--- src/rtl/mmlr_pkg.sv ---
// Shared constants, register map and config struct for the mono mix resampler.
// No dependencies; imported by the interfaces, mmlr_cfg and the top level.
`default_nettype none

package mmlr_pkg;

  localparam int SAMPLE_BITS     = 24;
  localparam int PHASE_FRAC_BITS = 16;
  localparam int MAX_CHANNELS    = 8;

  localparam int STEP_BITS  = 24;
  localparam int GAIN_BITS  = 16;
  localparam int FRAME_BITS = 24;
  localparam int MIX_SHIFT  = 15;
  localparam int PHASE_BITS = 26;

  localparam int SUM_BITS   = SAMPLE_BITS + $clog2(MAX_CHANNELS);
  localparam int MUL_A_BITS = (SUM_BITS > SAMPLE_BITS) ? SUM_BITS : SAMPLE_BITS + 1;
  localparam int MUL_B_BITS = ((GAIN_BITS > PHASE_FRAC_BITS) ? GAIN_BITS : PHASE_FRAC_BITS) + 1;
  localparam int PROD_BITS  = MUL_A_BITS + MUL_B_BITS;

  localparam longint SMP_MAX = (longint'(1) << (SAMPLE_BITS - 1)) - 1;
  localparam longint SMP_MIN = -SMP_MAX - 1;
  localparam longint SUM_MAX = longint'(MAX_CHANNELS) * (SMP_MAX + 1) - 1;
  localparam longint SUM_MIN = -longint'(MAX_CHANNELS) * (SMP_MAX + 1);

  localparam longint MIN_STEP = longint'(1) << (PHASE_FRAC_BITS - 5);
  localparam longint ONE_PHASE = longint'(1) << PHASE_FRAC_BITS;

  // APB register map
  localparam int DATA_BITS = 32;
  localparam int ADDR_BITS = 4;
  localparam int IDX_BITS  = 2;

  localparam logic [IDX_BITS-1:0] REG_STEP_RATIO = 2'd0;
  localparam logic [IDX_BITS-1:0] REG_MIX_GAIN   = 2'd1;
  localparam logic [IDX_BITS-1:0] REG_BYPASS     = 2'd2;
  localparam logic [IDX_BITS-1:0] REG_MAX_FRAMES = 2'd3;

  localparam logic [STEP_BITS-1:0]  STEP_RESET   = STEP_BITS'(65536);
  localparam logic [GAIN_BITS-1:0]  GAIN_RESET   = GAIN_BITS'(32768);
  localparam logic [FRAME_BITS-1:0] FRAMES_RESET = FRAME_BITS'(16777215);

  typedef struct packed {
    logic [STEP_BITS-1:0]  step_ratio;
    logic [GAIN_BITS-1:0]  mix_gain;
    logic                  bypass;
    logic [FRAME_BITS-1:0] max_input_frames;
  } cfg_t;

endpackage

`default_nettype wire

--- src/rtl/mmlr_if.sv ---
// Valid/ready channel interfaces for input items and result items.
// Depends on mmlr_pkg for the sample width.
`default_nettype none

interface mmlr_in_if;
  import mmlr_pkg::*;

  logic                          valid;
  logic                          ready;
  logic signed [SAMPLE_BITS-1:0] channel_sample;
  logic                          frame_end;
  logic                          stream_end;

  modport source (output valid, output channel_sample, output frame_end,
                  output stream_end, input ready);
  modport sink (input valid, input channel_sample, input frame_end,
                input stream_end, output ready);
endinterface

interface mmlr_out_if;
  import mmlr_pkg::*;

  logic                          valid;
  logic                          ready;
  logic signed [SAMPLE_BITS-1:0] out_sample;
  logic                          run_last;
  logic                          stream_done;

  modport source (output valid, output out_sample, output run_last,
                  output stream_done, input ready);
  modport sink (input valid, input out_sample, input run_last,
                input stream_done, output ready);
endinterface

`default_nettype wire

--- src/rtl/mono_mix_linear_resampler.sv ---
// Mono mix-down and linear-interpolation resampler; one shared multiplier under a sequencer.
// Channel items are summed while idle. A frame-end item is mixed (S_MIX, S_MONO), then each
// interpolated result is a multiply (S_LMUL), then add/round/saturate (S_LOUT). Held-sample
// tail results and bypass results wait only on a free output. Input ready only while the
// sequencer is idle. Reset (rst_ni low, asynchronous) clears sums, held sample, phase and
// frame count, and loads the register defaults. Depends on mmlr_pkg, mmlr_if and mmlr_cfg.
`default_nettype none

module mono_mix_linear_resampler (
  input  wire logic                           clk_i,
  input  wire logic                           rst_ni,
  mmlr_in_if.sink                             in_i,
  mmlr_out_if.source                          out_o,
  input  wire logic                           psel,
  input  wire logic                           penable,
  input  wire logic                           pwrite,
  input  wire logic [mmlr_pkg::ADDR_BITS-1:0] paddr,
  input  wire logic [mmlr_pkg::DATA_BITS-1:0] pwdata,
  output logic      [mmlr_pkg::DATA_BITS-1:0] prdata,
  output logic                                pready
);
  import mmlr_pkg::*;

  localparam logic [3:0] S_IDLE = 4'd0;
  localparam logic [3:0] S_MIX  = 4'd1;
  localparam logic [3:0] S_MONO = 4'd2;
  localparam logic [3:0] S_LCHK = 4'd3;
  localparam logic [3:0] S_LMUL = 4'd4;
  localparam logic [3:0] S_LOUT = 4'd5;
  localparam logic [3:0] S_HOLD = 4'd6;
  localparam logic [3:0] S_TAIL = 4'd7;
  localparam logic [3:0] S_BYP  = 4'd8;
  localparam logic [3:0] S_FIN  = 4'd9;

  localparam logic signed [SUM_BITS:0]    SUM_HI  = (SUM_BITS+1)'(SUM_MAX);
  localparam logic signed [SUM_BITS:0]    SUM_LO  = (SUM_BITS+1)'(SUM_MIN);
  localparam logic signed [PROD_BITS-1:0] P_S_HI  = PROD_BITS'(SMP_MAX);
  localparam logic signed [PROD_BITS-1:0] P_S_LO  = PROD_BITS'(SMP_MIN);
  localparam logic signed [PROD_BITS-1:0] MIX_RND = PROD_BITS'(longint'(1) << (MIX_SHIFT - 1));
  localparam logic signed [PROD_BITS-1:0] LRP_RND =
    PROD_BITS'(longint'(1) << (PHASE_FRAC_BITS - 1));
  localparam logic [PHASE_BITS-1:0] ONE = PHASE_BITS'(ONE_PHASE);
  localparam logic [PHASE_BITS-1:0] TWO = PHASE_BITS'(2 * ONE_PHASE);
  localparam logic [STEP_BITS-1:0]  STEP_MIN = STEP_BITS'(MIN_STEP);

  cfg_t cfg;

  mmlr_cfg u_cfg (
    .clk_i   (clk_i),
    .rst_ni  (rst_ni),
    .psel    (psel),
    .penable (penable),
    .pwrite  (pwrite),
    .paddr   (paddr),
    .pwdata  (pwdata),
    .prdata  (prdata),
    .pready  (pready),
    .cfg_o   (cfg)
  );

  logic [3:0]                    state_q, state_d;
  logic signed [SUM_BITS-1:0]    sum_q, sum_d;
  logic signed [SAMPLE_BITS-1:0] held_q, held_d;
  logic signed [SAMPLE_BITS-1:0] mono_q, mono_d;
  logic                          have_held_q, have_held_d;
  logic [PHASE_BITS-1:0]         phase_q, phase_d;
  logic [FRAME_BITS-1:0]         fc_q, fc_d;
  logic                          disc_q, disc_d;
  logic                          last_q, last_d;
  logic                          send_q, send_d;
  logic signed [PROD_BITS-1:0]   prod_q;

  logic                          out_valid_q;
  logic signed [SAMPLE_BITS-1:0] out_smp_q, out_smp_n;
  logic                          out_rl_q, out_rl_n;
  logic                          out_done_q, out_done_n;
  logic                          out_load, out_free;

  logic                          in_acc;
  logic signed [SUM_BITS:0]      sum_ext;
  logic signed [SUM_BITS-1:0]    sum_sat;
  logic signed [PROD_BITS-1:0]   mono_full, lerp_full;
  logic signed [SAMPLE_BITS-1:0] mono_sat, lerp_sat;
  logic [FRAME_BITS-1:0]         fc_inc;
  logic                          last_w;
  logic [STEP_BITS-1:0]          step_w;
  logic [PHASE_BITS-1:0]         nphase;
  logic                          lerp_rl;
  logic                          mul_en;
  logic signed [MUL_A_BITS-1:0]  mul_a;
  logic signed [MUL_B_BITS-1:0]  mul_b;

  assign in_i.ready  = (state_q == S_IDLE);
  assign in_acc      = in_i.valid && in_i.ready;
  assign out_free    = !out_valid_q || out_o.ready;
  assign out_o.valid       = out_valid_q;
  assign out_o.out_sample  = out_smp_q;
  assign out_o.run_last    = out_rl_q;
  assign out_o.stream_done = out_done_q;

  // Channel accumulation, saturated at the channel-count full scale
  assign sum_ext = (SUM_BITS+1)'(sum_q) + (SUM_BITS+1)'(in_i.channel_sample);
  always_comb begin
    if (sum_ext > SUM_HI)      sum_sat = SUM_BITS'(SUM_HI);
    else if (sum_ext < SUM_LO) sum_sat = SUM_BITS'(SUM_LO);
    else                       sum_sat = sum_ext[SUM_BITS-1:0];
  end

  // Shared multiplier: mix gain in S_MIX, interpolation weight in S_LMUL
  assign mul_a = (state_q == S_MIX) ? MUL_A_BITS'(sum_q)
                                    : MUL_A_BITS'(mono_q) - MUL_A_BITS'(held_q);
  assign mul_b = (state_q == S_MIX) ? MUL_B_BITS'({1'b0, cfg.mix_gain})
                                    : MUL_B_BITS'({1'b0, phase_q[PHASE_FRAC_BITS-1:0]});

  always_ff @(posedge clk_i) begin
    if (mul_en) prod_q <= PROD_BITS'(mul_a) * PROD_BITS'(mul_b);
  end

  assign mono_full = (prod_q + MIX_RND) >>> MIX_SHIFT;
  always_comb begin
    if (mono_full > P_S_HI)      mono_sat = SAMPLE_BITS'(P_S_HI);
    else if (mono_full < P_S_LO) mono_sat = SAMPLE_BITS'(P_S_LO);
    else                         mono_sat = mono_full[SAMPLE_BITS-1:0];
  end

  assign lerp_full = PROD_BITS'(held_q) + ((prod_q + LRP_RND) >>> PHASE_FRAC_BITS);
  always_comb begin
    if (lerp_full > P_S_HI)      lerp_sat = SAMPLE_BITS'(P_S_HI);
    else if (lerp_full < P_S_LO) lerp_sat = SAMPLE_BITS'(P_S_LO);
    else                         lerp_sat = lerp_full[SAMPLE_BITS-1:0];
  end

  assign fc_inc = fc_q + FRAME_BITS'(1);
  assign last_w = send_q || (fc_inc >= cfg.max_input_frames);
  assign step_w = (cfg.step_ratio < STEP_MIN) ? STEP_MIN : cfg.step_ratio;
  assign nphase = phase_q + PHASE_BITS'(step_w);
  // Last result unless another interpolated or tail position follows
  assign lerp_rl = !((nphase < ONE) || (last_q && (nphase < TWO)));

  always_comb begin
    state_d     = state_q;
    sum_d       = sum_q;
    held_d      = held_q;
    mono_d      = mono_q;
    have_held_d = have_held_q;
    phase_d     = phase_q;
    fc_d        = fc_q;
    disc_d      = disc_q;
    last_d      = last_q;
    send_d      = send_q;
    mul_en      = 1'b0;
    out_load    = 1'b0;
    out_smp_n   = mono_q;
    out_rl_n    = 1'b1;
    out_done_n  = last_q;
    unique case (state_q)
      S_IDLE: begin
        if (in_acc) begin
          if (disc_q) begin
            if (in_i.frame_end && in_i.stream_end) disc_d = 1'b0;
          end else begin
            sum_d = sum_sat;
            if (in_i.frame_end) begin
              send_d  = in_i.stream_end;
              state_d = S_MIX;
            end
          end
        end
      end
      S_MIX: begin
        mul_en  = 1'b1;
        state_d = S_MONO;
      end
      S_MONO: begin
        mono_d = mono_sat;
        sum_d  = '0;
        fc_d   = fc_inc;
        last_d = last_w;
        if (last_w && !send_q) disc_d = 1'b1;
        if (cfg.bypass)       state_d = S_BYP;
        else if (have_held_q) state_d = S_LCHK;
        else                  state_d = S_HOLD;
      end
      S_LCHK: begin
        if (phase_q < ONE) begin
          state_d = S_LMUL;
        end else begin
          phase_d = phase_q - ONE;
          state_d = S_HOLD;
        end
      end
      S_LMUL: begin
        mul_en  = 1'b1;
        state_d = S_LOUT;
      end
      S_LOUT: begin
        if (out_free) begin
          out_load   = 1'b1;
          out_smp_n  = lerp_sat;
          out_rl_n   = lerp_rl;
          out_done_n = lerp_rl && last_q;
          if (nphase < ONE) begin
            phase_d = nphase;
            state_d = S_LMUL;
          end else begin
            phase_d = nphase - ONE;
            state_d = S_HOLD;
          end
        end
      end
      S_HOLD: begin
        held_d      = mono_q;
        have_held_d = 1'b1;
        state_d     = last_q ? S_TAIL : S_FIN;
      end
      S_TAIL: begin
        // Repeat the last sample for positions left past the stream end
        if (phase_q >= ONE) begin
          state_d = S_FIN;
        end else if (out_free) begin
          out_load   = 1'b1;
          out_rl_n   = !(nphase < ONE);
          out_done_n = !(nphase < ONE);
          phase_d    = nphase;
          if (!(nphase < ONE)) state_d = S_FIN;
        end
      end
      S_BYP: begin
        if (out_free) begin
          out_load = 1'b1;
          state_d  = S_FIN;
        end
      end
      S_FIN: begin
        if (last_q) begin
          sum_d       = '0;
          held_d      = '0;
          have_held_d = 1'b0;
          phase_d     = '0;
          fc_d        = '0;
        end
        state_d = S_IDLE;
      end
      default: state_d = S_IDLE;
    endcase
  end

  always_ff @(posedge clk_i or negedge rst_ni) begin
    if (!rst_ni) begin
      state_q     <= S_IDLE;
      sum_q       <= '0;
      held_q      <= '0;
      have_held_q <= 1'b0;
      phase_q     <= '0;
      fc_q        <= '0;
      disc_q      <= 1'b0;
      last_q      <= 1'b0;
      send_q      <= 1'b0;
      out_valid_q <= 1'b0;
    end else begin
      state_q     <= state_d;
      sum_q       <= sum_d;
      held_q      <= held_d;
      have_held_q <= have_held_d;
      phase_q     <= phase_d;
      fc_q        <= fc_d;
      disc_q      <= disc_d;
      last_q      <= last_d;
      send_q      <= send_d;
      if (out_load)         out_valid_q <= 1'b1;
      else if (out_o.ready) out_valid_q <= 1'b0;
    end
  end

  always_ff @(posedge clk_i) begin
    mono_q <= mono_d;
    if (out_load) begin
      out_smp_q  <= out_smp_n;
      out_rl_q   <= out_rl_n;
      out_done_q <= out_done_n;
    end
  end

  a_lerp_phase: assert property (@(posedge clk_i) disable iff (!rst_ni)
    (state_q == S_LMUL || state_q == S_LOUT) |-> (phase_q < ONE))
    else $error("interpolation phase not below one");

  a_frame_to_mix: assert property (@(posedge clk_i) disable iff (!rst_ni)
    (in_acc && in_i.frame_end && !disc_q) |=> (state_q == S_MIX))
    else $error("frame end item did not start mixing");

  a_done_is_last: assert property (@(posedge clk_i) disable iff (!rst_ni)
    out_valid_q |-> (!out_done_q || out_rl_q))
    else $error("stream done on a result that is not the last of its item");

  a_empty_stream: assert property (@(posedge clk_i) disable iff (!rst_ni)
    (state_q == S_IDLE && !have_held_q) |-> (phase_q == '0 && held_q == '0))
    else $error("phase or held sample left over with no held sample");

endmodule

`default_nettype wire

--- src/rtl/mmlr_cfg.sv ---
// APB configuration registers of the resampler, with read-back.
// Depends on mmlr_pkg for the register map and cfg_t.
`default_nettype none

module mmlr_cfg (
  input  wire logic                             clk_i,
  input  wire logic                             rst_ni,
  input  wire logic                             psel,
  input  wire logic                             penable,
  input  wire logic                             pwrite,
  input  wire logic [mmlr_pkg::ADDR_BITS-1:0]   paddr,
  input  wire logic [mmlr_pkg::DATA_BITS-1:0]   pwdata,
  output logic      [mmlr_pkg::DATA_BITS-1:0]   prdata,
  output logic                                  pready,
  output mmlr_pkg::cfg_t                        cfg_o
);
  import mmlr_pkg::*;

  cfg_t                cfg_q, cfg_d;
  logic [IDX_BITS-1:0] idx;
  logic                wr_en;

  assign idx    = paddr[ADDR_BITS-1:2];
  assign pready = 1'b1;
  assign wr_en  = psel && penable && pwrite;
  assign cfg_o  = cfg_q;

  always_comb begin
    cfg_d = cfg_q;
    if (wr_en) begin
      unique case (idx)
        REG_STEP_RATIO: cfg_d.step_ratio       = pwdata[STEP_BITS-1:0];
        REG_MIX_GAIN:   cfg_d.mix_gain         = pwdata[GAIN_BITS-1:0];
        REG_BYPASS:     cfg_d.bypass           = pwdata[0];
        REG_MAX_FRAMES: cfg_d.max_input_frames = pwdata[FRAME_BITS-1:0];
        default:        cfg_d = cfg_q;
      endcase
    end
  end

  always_comb begin
    unique case (idx)
      REG_STEP_RATIO: prdata = DATA_BITS'(cfg_q.step_ratio);
      REG_MIX_GAIN:   prdata = DATA_BITS'(cfg_q.mix_gain);
      REG_BYPASS:     prdata = DATA_BITS'(cfg_q.bypass);
      REG_MAX_FRAMES: prdata = DATA_BITS'(cfg_q.max_input_frames);
      default:        prdata = '0;
    endcase
  end

  always_ff @(posedge clk_i or negedge rst_ni) begin
    if (!rst_ni) begin
      cfg_q.step_ratio       <= STEP_RESET;
      cfg_q.mix_gain         <= GAIN_RESET;
      cfg_q.bypass           <= 1'b0;
      cfg_q.max_input_frames <= FRAMES_RESET;
    end else begin
      cfg_q <= cfg_d;
    end
  end

endmodule

`default_nettype wire

--- src/flat_wrapper.sv ---
// flat-port wrapper written by rule: the top's interface ports become plain ports
module mono_mix_linear_resampler_flat import mmlr_pkg::*;
  (clk_i, rst_ni, psel, penable, pwrite, paddr, pwdata, prdata, pready, in_i_valid, in_i_channel_sample, in_i_frame_end, in_i_stream_end, in_i_ready, out_o_valid, out_o_out_sample, out_o_run_last, out_o_stream_done, out_o_ready);
  mmlr_in_if in_i_i ();
  mmlr_out_if out_o_i ();
  input  wire logic clk_i;
  input  wire logic rst_ni;
  input  wire logic psel;
  input  wire logic penable;
  input  wire logic pwrite;
  input  wire logic [mmlr_pkg::ADDR_BITS-1:0] paddr;
  input  wire logic [mmlr_pkg::DATA_BITS-1:0] pwdata;
  output logic      [mmlr_pkg::DATA_BITS-1:0] prdata;
  output logic pready;
  input wire logic [$bits(in_i_i.valid)-1:0] in_i_valid;
  input wire logic [$bits(in_i_i.channel_sample)-1:0] in_i_channel_sample;
  input wire logic [$bits(in_i_i.frame_end)-1:0] in_i_frame_end;
  input wire logic [$bits(in_i_i.stream_end)-1:0] in_i_stream_end;
  output wire logic [$bits(in_i_i.ready)-1:0] in_i_ready;
  output wire logic [$bits(out_o_i.valid)-1:0] out_o_valid;
  output wire logic [$bits(out_o_i.out_sample)-1:0] out_o_out_sample;
  output wire logic [$bits(out_o_i.run_last)-1:0] out_o_run_last;
  output wire logic [$bits(out_o_i.stream_done)-1:0] out_o_stream_done;
  input wire logic [$bits(out_o_i.ready)-1:0] out_o_ready;
  assign in_i_i.valid = in_i_valid;
  assign in_i_i.channel_sample = in_i_channel_sample;
  assign in_i_i.frame_end = in_i_frame_end;
  assign in_i_i.stream_end = in_i_stream_end;
  assign in_i_ready = in_i_i.ready;
  assign out_o_valid = out_o_i.valid;
  assign out_o_out_sample = out_o_i.out_sample;
  assign out_o_run_last = out_o_i.run_last;
  assign out_o_stream_done = out_o_i.stream_done;
  assign out_o_i.ready = out_o_ready;
  mono_mix_linear_resampler u_core (.clk_i(clk_i), .rst_ni(rst_ni), .in_i(in_i_i), .out_o(out_o_i), .psel(psel), .penable(penable), .pwrite(pwrite), .paddr(paddr), .pwdata(pwdata), .prdata(prdata), .pready(pready));
endmodule
--- config.mk ---
export PLATFORM = sky130hd
export DESIGN_NAME = mono_mix_linear_resampler_flat
export DESIGN_NICKNAME = d
export VERILOG_FILES = /design/src/rtl/mmlr_pkg.sv /design/src/rtl/mmlr_if.sv /design/src/rtl/mono_mix_linear_resampler.sv /design/src/rtl/mmlr_cfg.sv /design/src/flat_wrapper.sv
export SDC_FILE = /design/constraint.sdc
export NUM_CORES = 2
export LEC_CHECK = 0
export ABC_AREA = 1
export BUFFER_PORTS_ARGS = -buffer_cell sky130_fd_sc_hd__buf_2
export CAP_MARGIN = 30
export CORE_ASPECT_RATIO = 0.75
export CORE_MARGIN = 2
export CORE_UTILIZATION = 30
export CTS_BUF_LIST = sky130_fd_sc_hd__clkbuf_16
export DETAILED_ROUTE_END_ITERATION = 12
export PLACE_DENSITY_LB_ADDON = 0.2
export SYNTH_ARGS = -nofsm -noshare
export SYNTH_HDL_FRONTEND = slang
export SYNTH_SLANG_ARGS = --single-unit
--- constraint.sdc ---
create_clock -name clk_i -period 13.5 [get_ports clk_i]
set_input_delay 1.35 -clock clk_i [delete_from_list [all_inputs] [get_ports clk_i]]
set_output_delay 1.35 -clock clk_i [all_outputs]
set_load 0.1 [all_outputs]
# After elaboration in Yosys (flattened, before gate mapping)
# Cells that the tools add are included.
dict set report classes {
  bitwise 1
  reduce_logical 35
  multipliers 1
  magnitude_cmp 12
  n_eq_ne 24
  shifts 0
  mux 60
  add_sub_neg 9
  div_mod_pow 0
}
# operator count
set ops {}
lappend ops {{$mux W24} 7}
lappend ops {{$mux W27} 6}
lappend ops {{$mux W26} 6}
lappend ops {{$pmux W32 S4} 1}
lappend ops {{$pmux W26 S4} 1}
lappend ops {{$pmux W24 S2} 2}
lappend ops {{$pmux W27 S3} 1}
lappend ops {{$lt A26 B17 Y1 const B} 2}
lappend ops {{$sub A26 B17 Y26 const B} 2}
lappend ops {{$add A44 B16 Y44 const B} 1}
lappend ops {{$add A44 B17 Y44 const B} 1}
lappend ops {{$gt A44 B24 Y1 const B} 1}
lappend ops {{$lt A44 B24 Y1 const B} 1}
lappend ops {{$mul A27 B17 Y44} 1}
lappend ops {{$mux W4} 10}
lappend ops {{$pmux W4 S9} 1}
lappend ops {{$add A24 B28 Y29} 1}
lappend ops {{$gt A29 B24 Y1 const B} 1}
lappend ops {{$lt A29 B24 Y1 const B} 1}
lappend ops {{$add A27 B24 Y28} 1}
lappend ops {{$gt A28 B27 Y1 const B} 1}
lappend ops {{$lt A28 B27 Y1 const B} 1}
lappend ops {{$add A26 B24 Y26} 1}
lappend ops {{$ge A26 B17 Y1 const B} 1}
lappend ops {{other kinds (35)} 90}
dict set report word_totals {
  mem_bits_rw 0
  mem_bits_ro 0
  latchBits 0
  mem_count 0
  in_bits 69
  regBits 269
}

# Logic depth before layout (Yosys ltp)
dict set report logic_depth {
  depth_word 10
  depth_mapped 40
  depth_no_buf 40
}

# Hierarchy
# Synthesis repeated with hierarchy kept, for this count alone.
dict set report hier_totals {
  cells_unflattened 4746
  hier_area_um2 35811.8
}
# module cells_each area_each_um2 instances
set by_module_without_submodules {}
lappend by_module_without_submodules {mono_mix_linear_resampler 4351 32792.7 1}
lappend by_module_without_submodules {mmlr_cfg 395 3019.1 1}

# Least setup slack after synthesis
# OpenSTA, ideal clock, no wires.
dict set report synth_timing {
  kind {register to register}
  start {register u_core.held_q[0]}
  end {register u_core.prod_q[43], data pin}
  slack_ns 5.994
  synth_period_minus_slack_ns 7.506
  stages_incl_launch_ff 35
  arrival_ns 7.241
  cell_sequence {dfrtp_1 > ha_1 > fa_1 > nand3b_1 > nand2_1 > nand2_1 > nand2_1 > a21oi_1 > nor2_1 > nand2_1 > nand2_1 > a21oi_1 > o21ai_2 > nand2_2 > buf_4 > nor2_2 > inv_1 > fa_1 > fa_1 > inv_1 > fa_1 > fa_1 > fa_1 > inv_1 > fa_1 > inv_1 > ha_1 > a21oi_1 > o21ai_0 > o21bai_1 > inv_1 > nor2_1 > a211oi_1 > o211ai_1 > xor2_1}
}
dict set report synth_between {
  elab_chain_len 3
}
# item line
set synth_rtl {}
lappend synth_rtl {{start, declared} mono_mix_linear_resampler.sv:63} ;# logic signed [SAMPLE_BITS-1:0] held_q, held_d;
lappend synth_rtl {{start signal, assigned} mono_mix_linear_resampler.sv:263} ;# held_q <= held_d;
lappend synth_rtl {{$sub A24 B24 Y25} mono_mix_linear_resampler.sv:111} ;# : MUL_A_BITS'(mono_q) - MUL_A_BITS'(held_q);
lappend synth_rtl {{$mux W27} mono_mix_linear_resampler.sv:110} ;# assign mul_a = (state_q == S_MIX) ? MUL_A_BITS'(sum_q)
lappend synth_rtl {{$mul A27 B17 Y44} mono_mix_linear_resampler.sv:116} ;# if (mul_en) prod_q <= PROD_BITS'(mul_a) * PROD_BITS'(mul_b);
lappend synth_rtl {{end signal, assigned} mono_mix_linear_resampler.sv:116}
lappend synth_rtl {{end, declared} mono_mix_linear_resampler.sv:71} ;# logic signed [PROD_BITS-1:0] prod_q;
# Every way passes these cells.
# A chain may end at the register's enable or synchronous reset.

# Worst setup path in the final report
dict set report layout_timing {
  start {register u_core.mono_q[0]}
  end {register u_core.prod_q[41], data pin}
}
dict set report layout_between {
  elab_chain_len 3
}
# item line
set layout_rtl {}
lappend layout_rtl {{start, declared} mono_mix_linear_resampler.sv:64} ;# logic signed [SAMPLE_BITS-1:0] mono_q, mono_d;
lappend layout_rtl {{start signal, assigned} mono_mix_linear_resampler.sv:276} ;# mono_q <= mono_d;
lappend layout_rtl {{$sub A24 B24 Y25} mono_mix_linear_resampler.sv:111}
lappend layout_rtl {{$mux W27} mono_mix_linear_resampler.sv:110}
lappend layout_rtl {{$mul A27 B17 Y44} mono_mix_linear_resampler.sv:116}
# Every way passes these cells.

==> results.tsv <==
metric	value	unit
gr-usage-all-layers	20.0	%
placementRows	109	
syn_avg_cell_area	7.56	um^2
cts-root-buf	clkbuf_16	
post-route-period-util	67.7	%
fin_crit	9.13	ns
cp_top_family	adder cells	
final_common_cell	inv_1	
cts.sinks	255	
cts_setup_buffers	0	
cts_resized	0	
hold_ws	0.484	ns
worst-slew-pin-transition	1.13	ns
layout_common_cells	inv_1, nand2_1, nor2_1, fa_1, ha_1	
netlist_area	35900	um^2
seq_area_frac_synth	19.0	%
critical_path.endpoint_type	flip-flop	
dp.final_hpwl	103000	um
slowest_delay	0.71	ns
final_nets	5522	
path_class	reg2reg	
fmax	109	MHz
outcome	complete, no violations	
rsz0062_at_grt	no	
grt_overflow	0	
ff_latch_area	6810	um^2
drtPass1Iterations	6	
holdPathStages	2	
ys_warn_count	0	
async_reset_ff_share	68.6	%
critPathMostFrequentCell	nand2_1	
synthFlopType	dfrtp_1	
antenna_found_initial	6	
hold-path-endpoint	u_core.u_cfg.cfg_o[38]	
setup_viol	0	
route.detailed.wl_per_inst	19.0	um
dp_cells	6315	
r2r-start	u_core.mono_q[0]	
r2r_end	u_core.prod_q[41]	
htree_num_levels	1	
arrival	9.50	ns
area_growth	8.93	%
hold_start	u_core.u_cfg.cfg_o[38]	
ios	130	
grt_pass1_wl	187000	um
synth.distinct_cells	67	
cts-buffers-inserted	30	
start_kind	flip-flop	
fillers	12700	
synth_edf_count	80	
grt_pass1_vias	30300	
tns	0	ns
hp-class	reg2reg	
cts_hold_buffers	0	
required	13.87	ns
layout-drive-gt1-share	7.97	%
initialDrtViolationCount	2664	
cts_buffer_depth	3	
gp_congestion	0.932	
die_h	303	um
crit_slowest_cell	fa_1	
cp_max_fo	10	
reg2reg_depth	35	
fin_ws	4.37	ns
wl	121000	um
grt_max_degree	62	
dp_slack	4.36	ns
core-area	118000	um^2
final_hold_viol_count	0	
multi_input_area	24500	um^2
finClkSkew	0.0364	ns
port_buffers	110	
clock_latency	0.64	ns
via_count	30500	
final-max-slew-violation-count	0	
setup.reg_to_reg.worst_slack	4.37	ns
drc	0	
maxSlewHeadroom	24.8	%
drv_cap	0	
layoutNonFillerInstCount	6373	
synthCells	4742	
cts_tree	done	
crit_buf_inv	6	
initial_core_util	30.3	%
die_x	403	um
ant_nets	0	
cts.clk_slew.worst_paths	0.07	ns
die_area	122000	um^2
routed_via_density	4.78	
synth-seq-cells	255	
worst max path at each step:
stage | from | to | slack, ns | cells after the start
2_1_floorplan | u_core.held_q[0] | u_core.prod_q[43] | 5.99 | 34
3_3_place_gp | u_core.state_q[1] | u_core.prod_q[43] | 4.40 | 29
3_5_place_dp | u_core.mono_q[0] | u_core.prod_q[43] | 4.36 | 33
4_1_cts | u_core.mono_q[0] | u_core.prod_q[43] | 4.34 | 33
5_1_grt | u_core.mono_q[0] | u_core.prod_q[43] | 3.59 | 33
6_report | u_core.mono_q[0] | u_core.prod_q[41] | 4.37 | 35
sequential cells by signal, indices dropped and copies added, names as in the netlist, 4 cells and up:
name	flops
u_core.mono_q	24
u_core.fc_q	24
u_core.out_o.out_sample	24
u_core.u_cfg.cfg_o	65
u_core.phase_q	26
u_core.prod_q	30
u_core.sum_q	27
u_core.held_q	24
u_core.state_q	4
worst register-to-register path: cells and delay by family, from the launching register on:
family / cells / cell delay (ns)
buffers and inverters: 6 / 0.42
adders and majority gates: 9 / 4.31
AOI/OAI and AO/OA: 3 / 0.35
xor gates and xnor gates: 2 / 0.78
DFF: 1 / 0.33
and+or+nand+nor: 15 / 2.70
per-stage QoR:
stage / utilization, % / cell area [um^2]
4_1_cts: 33.0 / 39000
3_3_place_gp: 32.1 / 38000
3_5_place_dp: 32.2 / 38000
2_1_floorplan: - / 35900
5_1_grt: 33.0 / 39100
6_report: 33.0 / 39100
layout make-up:
| type | count | share of cell area (%) |
|---|---|---|
| multi-input combinational | 3316 | 62.8 |
| tap | 1554 | 4.98 |
| sequential | 255 | 17.4 |
| clock inverter | 24 | 0.583 |
| clock buffer | 32 | 2.05 |
| timing repair buffer | 142 | 2.08 |
| inverter | 1049 | 10.1 |
| antenna | 1 | 0.00641 |
logic make-up (layout without fill, tap and decap cells):
kind of cell    Yosys count  in the layout  synth area share (%)
other cells               2             10                0.0209
compound gates          663            663                  10.9
xor+xnor                174            174                  4.29
fa+ha+maj               659            659                  31.8
simple gates           1809           1809                  21.2
flops                   255            255                  19.0
mux                       2              2                0.0558
buf+inv                1178           1247                  12.8
synth_stat cells (14+ instances only):
library cell  number  area [um^2]
a21boi_1          20          150
a21o_1            14          105
a21oi_1          208         1040
a31oi_1           21          131
buf_2             34          170
buf_4             17          128
clkbuf_1          66          248
dfrtp_1          149         3730
dfstp_2           26          683
edfxtp_1          80         2400
fa_1             421         8430
ha_1             238         2980
inv_1           1020         3830
inv_2             24         90.1
nand2_1         1009         3790
nand2_2           25          156
nand3_1          166          831
nand4_1           38          238
nor2_1           429         1610
nor2_2            23          144
nor3_1            43          215
nor4_1            16          100
o21ai_0          196          981
o21ai_1           40          200
o21ai_2           39          342
o221ai_1          15          131
o22ai_1           51          319
or2_2             22          138
xnor2_1           68          596
xor2_1           104          911
per-layer routing:
layer | routed length, um | track usage, %
met1 | 64500 | 32.4
met2 | 45400 | 27.1
met5 | 13 | 0
met3 | 9660 | 4.30
met4 | 1630 | 2.76
Power is not shown: default switching activity piles up to over one toggle a cycle in this logic, so the estimate is an artifact.
